==> src/rtl/ssc_pkg.sv <==
// ----------------------------------------------------------------------------
// ssc_pkg: shared types and constants of the subarray sum target counter
// Sizes, the hash multiplier, the queue word and the back end states.
// ----------------------------------------------------------------------------
package ssc_pkg;

  localparam int unsigned MAX_ITEMS   = 4096;
  // must be a power of two: home slot and probe step wrap on the address bits
  localparam int unsigned TABLE_SLOTS = 8192;
  localparam int unsigned TABLE_BITS  = $clog2(TABLE_SLOTS);
  localparam int unsigned ITEM_W      = $clog2(MAX_ITEMS + 1);

  localparam int unsigned VALUE_W = 32;
  localparam int unsigned SUM_W   = 64;
  localparam int unsigned MATCH_W = 24;
  localparam int unsigned CNT_W   = 13;
  localparam int unsigned EPOCH_W = 8;

  localparam int unsigned FIFO_DEPTH = 2;
  localparam int unsigned FIFO_PTR_W = $clog2(FIFO_DEPTH);
  localparam int unsigned FIFO_CNT_W = $clog2(FIFO_DEPTH + 1);

  localparam logic [SUM_W-1:0] HASH_MULT = 64'h9E37_79B9_7F4A_7C15;

  // one table slot: epoch tag (zero marks never used), key, occurrence count
  typedef struct packed {
    logic [EPOCH_W-1:0] epoch;
    logic [SUM_W-1:0]   key;
    logic [CNT_W-1:0]   count;
  } slot_t;

  localparam int unsigned SLOT_W = $bits(slot_t);

  // word passed from the front end to the back end
  typedef struct packed {
    logic [SUM_W-1:0] prefix;
    logic             skip;
    logic             last;
  } work_t;

  typedef struct packed {
    logic full;
    logic empty;
  } fifo_status_t;

  typedef enum logic [2:0] {
    ST_CLEAR,
    ST_SEED,
    ST_IDLE,
    ST_HASH1,
    ST_HASH2,
    ST_READ,
    ST_CMP,
    ST_EMIT
  } back_state_e;

endpackage

==> src/rtl/ssc_fifo.sv <==
// ----------------------------------------------------------------------------
// ssc_fifo: short queue between front end and back end
// Holds prepared words so that each side can stall on its own.
// ----------------------------------------------------------------------------
module ssc_fifo (
  input  logic                 clk_i,
  input  logic                 rst_ni,
  input  logic                 push_i,
  input  ssc_pkg::work_t       push_data_i,
  input  logic                 pop_i,
  output ssc_pkg::work_t       pop_data_o,
  output ssc_pkg::fifo_status_t status_o
);
  import ssc_pkg::*;

  work_t                 mem_q [FIFO_DEPTH];
  logic [FIFO_PTR_W-1:0] wr_ptr_q, wr_ptr_d;
  logic [FIFO_PTR_W-1:0] rd_ptr_q, rd_ptr_d;
  logic [FIFO_CNT_W-1:0] cnt_q, cnt_d;

  always_comb begin
    wr_ptr_d = wr_ptr_q;
    rd_ptr_d = rd_ptr_q;
    cnt_d    = cnt_q;
    if (push_i) begin
      wr_ptr_d = (wr_ptr_q == FIFO_PTR_W'(FIFO_DEPTH - 1)) ? '0 : wr_ptr_q + 1'b1;
    end
    if (pop_i) begin
      rd_ptr_d = (rd_ptr_q == FIFO_PTR_W'(FIFO_DEPTH - 1)) ? '0 : rd_ptr_q + 1'b1;
    end
    if (push_i && !pop_i) begin
      cnt_d = cnt_q + 1'b1;
    end else if (pop_i && !push_i) begin
      cnt_d = cnt_q - 1'b1;
    end
  end

  always_ff @(posedge clk_i or negedge rst_ni) begin
    if (!rst_ni) begin
      wr_ptr_q <= '0;
      rd_ptr_q <= '0;
      cnt_q    <= '0;
    end else begin
      wr_ptr_q <= wr_ptr_d;
      rd_ptr_q <= rd_ptr_d;
      cnt_q    <= cnt_d;
    end
  end

  always_ff @(posedge clk_i) begin
    if (push_i) begin
      mem_q[wr_ptr_q] <= push_data_i;
    end
  end

  assign pop_data_o     = mem_q[rd_ptr_q];
  assign status_o.full  = (cnt_q == FIFO_CNT_W'(FIFO_DEPTH));
  assign status_o.empty = (cnt_q == '0);

endmodule

==> config.mk <==
export PLATFORM = sky130hd
export DESIGN_NAME = ssc_fifo
export DESIGN_NICKNAME = d
export VERILOG_FILES = /design/src/rtl/ssc_pkg.sv /design/src/rtl/ssc_fifo.sv
export SDC_FILE = /design/constraint.sdc
export NUM_CORES = 1
export LEC_CHECK = 0
export ABC_AREA = 1
export BUFFER_PORTS_ARGS = -buffer_cell sky130_fd_sc_hd__buf_4
export CORE_MARGIN = 2
export CORE_UTILIZATION = 52
export CTS_CLUSTER_SIZE = 30
export DETAILED_ROUTE_END_ITERATION = 6
export GPL_TIMING_DRIVEN = 1
export MAX_ROUTING_LAYER = met4
export PLACE_DENSITY_LB_ADDON = 0.25
export SYNTH_ARGS = -nofsm -noshare
export SYNTH_HDL_FRONTEND = slang
export SYNTH_SLANG_ARGS = --single-unit
==> constraint.sdc <==
create_clock -name clk_i -period 4.09 [get_ports clk_i]
set_clock_uncertainty 0.1 [all_clocks]
set_input_delay 0.409 -clock clk_i [delete_from_list [all_inputs] [get_ports clk_i]]
set_output_delay 0.409 -clock clk_i [all_outputs]
set_load 0.02 [all_outputs]
==> results.toml, run 1 <==
[global_route]
grt_max_degree = 68
grtUsageMet1_pct = 22.7
grt_pass1_wl_um = 14400
grt_pass1_vias = 2995
antenna_found_initial = 0
track_usage_pct = 19.1
met2_usage_pct = 31.3
busiest_layer = "met2"
grt_overflow = 0
grt_util_met3_pct = 5.83

[cells_and_area]
drive_gt1_share_pct = 51.7
final_cell_count_no_fill = 597
nets = 522
multi_input_area_um2 = 943
seqCellArea_mm2 = 0.00407
syn2layout_area_growth_pct = 49.3
antenna_cells = 0
fill_cells = 543

[cts]
clk_pin_slew_ps = 60
cts_resized = 0
cts_hold_buf = 69
htree_levels = 4
numClockSinks = 136
postCtsSetupBuffers = 0
cts.path.max_buffers = 2
cts_inserted_buffers = 17
cts_root_buf = "clkbuf_8"
clk_latency_ps = 490
cts_tree = "yes"

[synth]
ys_top_cells_by_area = "edfxtp_1 78%, mux2_4 8.9%, mux2_2 8.0%"
synth_cell_types = 15
syn_nets = 301
synth_area_mm2 = 0.00508
ys_warn_count = 0
ys_seq_area_share_pct = 80.0
synth.top_cell.area_share_pct = 78.0
avgSynthCellArea_um2 = 22.1
synthCells = 230
synth_seq_cells = 136
synth_largest_area_cell = "edfxtp_1"

[floorplan]
start_util_pct = 52.7
pin_count = 138
rows = 36
die_h_um = 103
core_area_mm2 = 0.00964
dieArea_mm2 = 0.0106
die_w_um = 103

[sta]
hold_viol_final = 0
setup_viol = 0
rsz0062_at_grt = "no"
fin_tns_setup_ps = 0
fin_crit_ps = 2790
slew_viol_final = 0
period_share_pct = 68.1
slew_headroom_pct = 28.6
fmax_ghz = 0.359
tightest_slew_ps = 1070

[route]
via_per_inst = 4.85
wirelength_um = 9760
ant_nets = 0
wl_per_cell_um = 16.3
drc = 0
num_vias = 2898
drt_iter0_markers = 97
drtPass1Iterations = 4

[run]
maxCapViolCount = 0

[critical_path]
end_kind = "output port"
path_max_fanout = 67
worstPathArrival_ps = 2280
cp-start-kind = "flip-flop"
required_ps = 3580
path_class = "reg -> out"

[place]
dp_cells = 496
portBuffers = 137
hpwl_um = 5590
gp_congestion = 0.708

[power]
power_density_mw_per_mm2 = 697
ir_drop_uv = 398
total_power_uw = 5290
leakagePower_uw = 0.00302

[status]
status = "complete, no violations"

[min_path]
hold_class = "in -> async"
## per-stage QoR
stage	utilization, %	instance area [um^2]	worst slack (ps)	hold WS [ps]
global placement	65.0	6270	1820	110
CTS	78.7	7590	1280	134
detailed placement	65.0	6270	1820	109
global route	78.7	7590	1220	130
floorplan	-	5080	281	13.4
finish	78.7	7590	1300	159
## final cells by class
class                      count  area share, %
clock buffer                  17           5.46
timing repair buffer         209           23.1
clock inverter                15           2.84
multi-input combinational     80           12.4
tap                          133           2.19
inverter                       7          0.346
sequential                   136           53.6
## worst max-delay path, cell delays in order, from the launching register on
cell	delay, ps
dfrtp_4	1100
mux2_2	430
buf_4	160
## final timing paths
| path | start | end | slack, ps | cells past startpoint |
|---|---|---|---|---|
| worst max-delay path | rd_ptr_q$_DFFE_PN0P_ | pop_data_o[49] | 1300 | 2 |
| worst min-delay path | rst_ni | rd_ptr_q$_DFFE_PN0P_ | 160 | 2 |
| worst max register to register | wr_ptr_q$_DFFE_PN0P_ | mem_q[0][1]$_DFFE_PP_ | 2200 | 2 |
| worst min register to register | cnt_q[1]$_DFFE_PN0P_ | cnt_q[1]$_DFFE_PN0P_ | 430 | 2 |
| max in group asynchronous | rst_ni | rd_ptr_q$_DFFE_PN0P_ | 3620 | 2 |
| min in group clk_i | cnt_q[1]$_DFFE_PN0P_ | cnt_q[1]$_DFFE_PN0P_ | 430 | 2 |
## flip-flops by register name (all words and copies together), names as in the netlist
signal    count
mem_q       132
cnt_q         2
rd_ptr_q      1
wr_ptr_q      1
## where the power goes
part           switching, uW  total [uW]  internal (uW)
combinational            762        1610            848
sequential               228        2080           1850
clock                    596        1600           1010
total                   1590        5290           3710
## cells in the final DEF, fill, tap and decap left out
cell,count
buf_12,1
buf_4,139
bufinv_16,4
clkbuf_16,16
clkbuf_8,1
clkinv_1,1
clkinv_4,4
clkinvlp_4,1
dfrtp_1,3
dfrtp_4,1
dlygate4sd3_1,69
edfxtp_1,132
ha_1,1
inv_1,6
inv_2,1
inv_6,3
inv_8,2
mux2_2,36
mux2_4,30
nand2_1,5
nand3_1,1
nand4_1,1
nor2_1,2
nor2_4,1
xnor2_1,1
xor2_1,2
## routing by layer
layer | part of all wire [%] | up-vias | routed length (um)
li1 | - | 1342 | -
met1 | 41 | 1449 | 3970
met2 | 53 | 103 | 5180
met3 | 5.6 | 4 | 547
met4 | 0.58 | 0 | 57
met5 | 0 | - | 0
## cells in the mapped netlist, drive strengths merged
master  instances
inv             7
dfrtp           4
ha              1
edfxtp        132
buf             7
xnor2           1
xor2            2
mux2           66
nand4           1
nand3           1
nor2            3
nand2           5
## cells by family (layout without fill, tap and decap cells)
| kind of cell | count (synthesis) | after routing | share of synthesized area, % |
|---|---|---|---|
| adder cells (fa/ha/maj) | 1 | 1 | 0.246 |
| buffers and inverters | 14 | 248 | 1.62 |
| flip-flops | 136 | 136 | 80.0 |
| AND/OR/NAND/NOR | 10 | 10 | 0.812 |
| multiplexers | 66 | 66 | 16.8 |
| XOR/XNOR | 3 | 3 | 0.517 |
No activity file was read; power rests on OpenSTA's default activity.
==> run 2, diff against run 1 <==
clock period = 2.81 ns   (was 4.09 ns; I/O delays follow)
==> run 2 against run 1 <==
Effect of this change: critical path depth up 1; combinational power increased by 57%; core utilization fell by 0.052 points.
==> results.toml, run 2 (synthesized netlist as in run 1, its figures left out) <==
[floorplan]
rows = 36
pin_count = 138
die_h_um = 103
start_util_pct = 52.7
dieArea_mm2 = 0.0106
die_w_um = 103
core_area_mm2 = 0.00964

[sta]
slew_viol_final = 0
hold_viol_final = 0
rsz0062_at_grt = "no"
fin_crit_ps = 2600
tightest_slew_ps = 687
fmax_ghz = 0.385
fin_tns_setup_ps = 0
hold_ws_ps = 385
period_share_pct = 92.4
setup_viol = 0
slew_headroom_pct = 54.1

[critical_path]
crit_family = "flip-flops"
path_max_fanout = 40
cpMaxStageDelayCell = "dfrtp_4"
end_kind = "output port"
cp-start-kind = "flip-flop"
cp_num_buf_inv = 2
max_stage_delay_ps = 840
required_ps = 2430
worstPathArrival_ps = 2210
path_class = "reg -> out"
path_cells = "buf_12, mux2_2, buf_4"

[place]
portBuffers = 137
dp_cells = 499
gp_congestion = 0.654
dpl-instance-area_mm2 = 0.00634
hpwl_um = 5790

[cts]
cts_root_buf = "clkbuf_8"
clk_latency_ps = 500
cts_resized = 0
cts.path.max_buffers = 2
numClockSinks = 136
htree_levels = 4
cts_hold_buf = 70
postCtsSetupBuffers = 0
cts_tree = "yes"
clk_pin_slew_ps = 70
cts_inserted_buffers = 17

[route]
drc = 0
num_vias = 2883
drt_iter0_markers = 58
ant_nets = 0
drtPass1Iterations = 4
via_per_inst = 4.80
wl_per_cell_um = 17.0
wirelength_um = 10200

[global_route]
grt_pass1_wl_um = 14900
antenna_found_initial = 0
grt_overflow = 0
grt_pass1_vias = 2944
track_usage_pct = 20.4
grt_max_degree = 41

[power]
ir_drop_uv = 557
power_density_mw_per_mm2 = 985
leakagePower_uw = 0.00300

[cells_and_area]
final_cell_mix = "138 x buf_4, 132 x edfxtp_1, 70 x dlygate4sd3_1"
final_cell_count_no_fill = 601
antenna_cells = 0
utilization_pct = 78.7
regMostFlops = "mem_q"
drive_gt1_share_pct = 51.7
largest_reg_flops = 132
nets = 526
syn2layout_area_growth_pct = 49.2
stdcell_area_mm2 = 0.00758
final_common_cell = "buf_4"
reg_top3 = "mem_q: 132 flops, cnt_q: 2 flops"

[run]
maxCapViolCount = 0

[status]
status = "complete, no violations"

[min_path]
hold_class = "in -> reg"
## run 2: changes by cell type in the layout (fill, tap and decap cells not counted), sizes merged
cell,delta
clkinvlp,+5
inv,-1
buf,+3
bufinv,-3
clkinv,-2
dlygate4sd3,+1
clkbuf,+1
## run 2: per-stage QoR
| step | total power, uW | setup slack [ps] |
|---|---|---|
| 6_report | 7470 | 215 |
| 5_1_grt | 7770 | 127 |
| 4_1_cts | 7490 | 190 |
| 3_5_place_dp | 5410 | 742 |
| 3_3_place_gp | 5360 | 760 |
| 2_1_floorplan | 4450 | 149 |
## run 2: path summary, 6_finish.rpt
check,depth (start not counted),slack (ps),endpoint,from
worst min-delay path,2,390,mem_q[0][64]$_DFFE_PP_,push_data_i[64]
worst max-delay path,3,210,pop_data_o[7],rd_ptr_q$_DFFE_PN0P_
worst max register to register,2,1110,mem_q[0][55]$_DFFE_PP_,wr_ptr_q$_DFFE_PN0P_
max in group asynchronous,3,1830,rd_ptr_q$_DFFE_PN0P_,rst_ni
min in group asynchronous,3,590,rd_ptr_q$_DFFE_PN0P_,rst_ni
worst min register to register,1,450,cnt_q[0]$_DFFE_PN0P_,cnt_q[0]$_DFFE_PN0P_
## run 2: area by class of cell
class	instances	area [um^2]
Inverter	7	26.3
Sequential cell	136	4070
Multi-Input combinational cell	80	943
Timing Repair Buffer	213	1840
Clock inverter	14	124
Fill cell	556	2060
Clock buffer	18	418
Tap cell	133	166
## run 2: layer usage
metal / GRT usage [%] / routed length (um)
met5: - / 0
met4: 8.50 / 104
met3: 5.63 / 558
met2: 36.2 / 5670
met1: 21.3 / 3900
## run 2: power breakdown
group | internal (uW) | total [uW] | switching (uW)
logic | 1280 | 2520 | 1230
clock network | 1170 | 2010 | 837
registers | 2700 | 2940 | 244
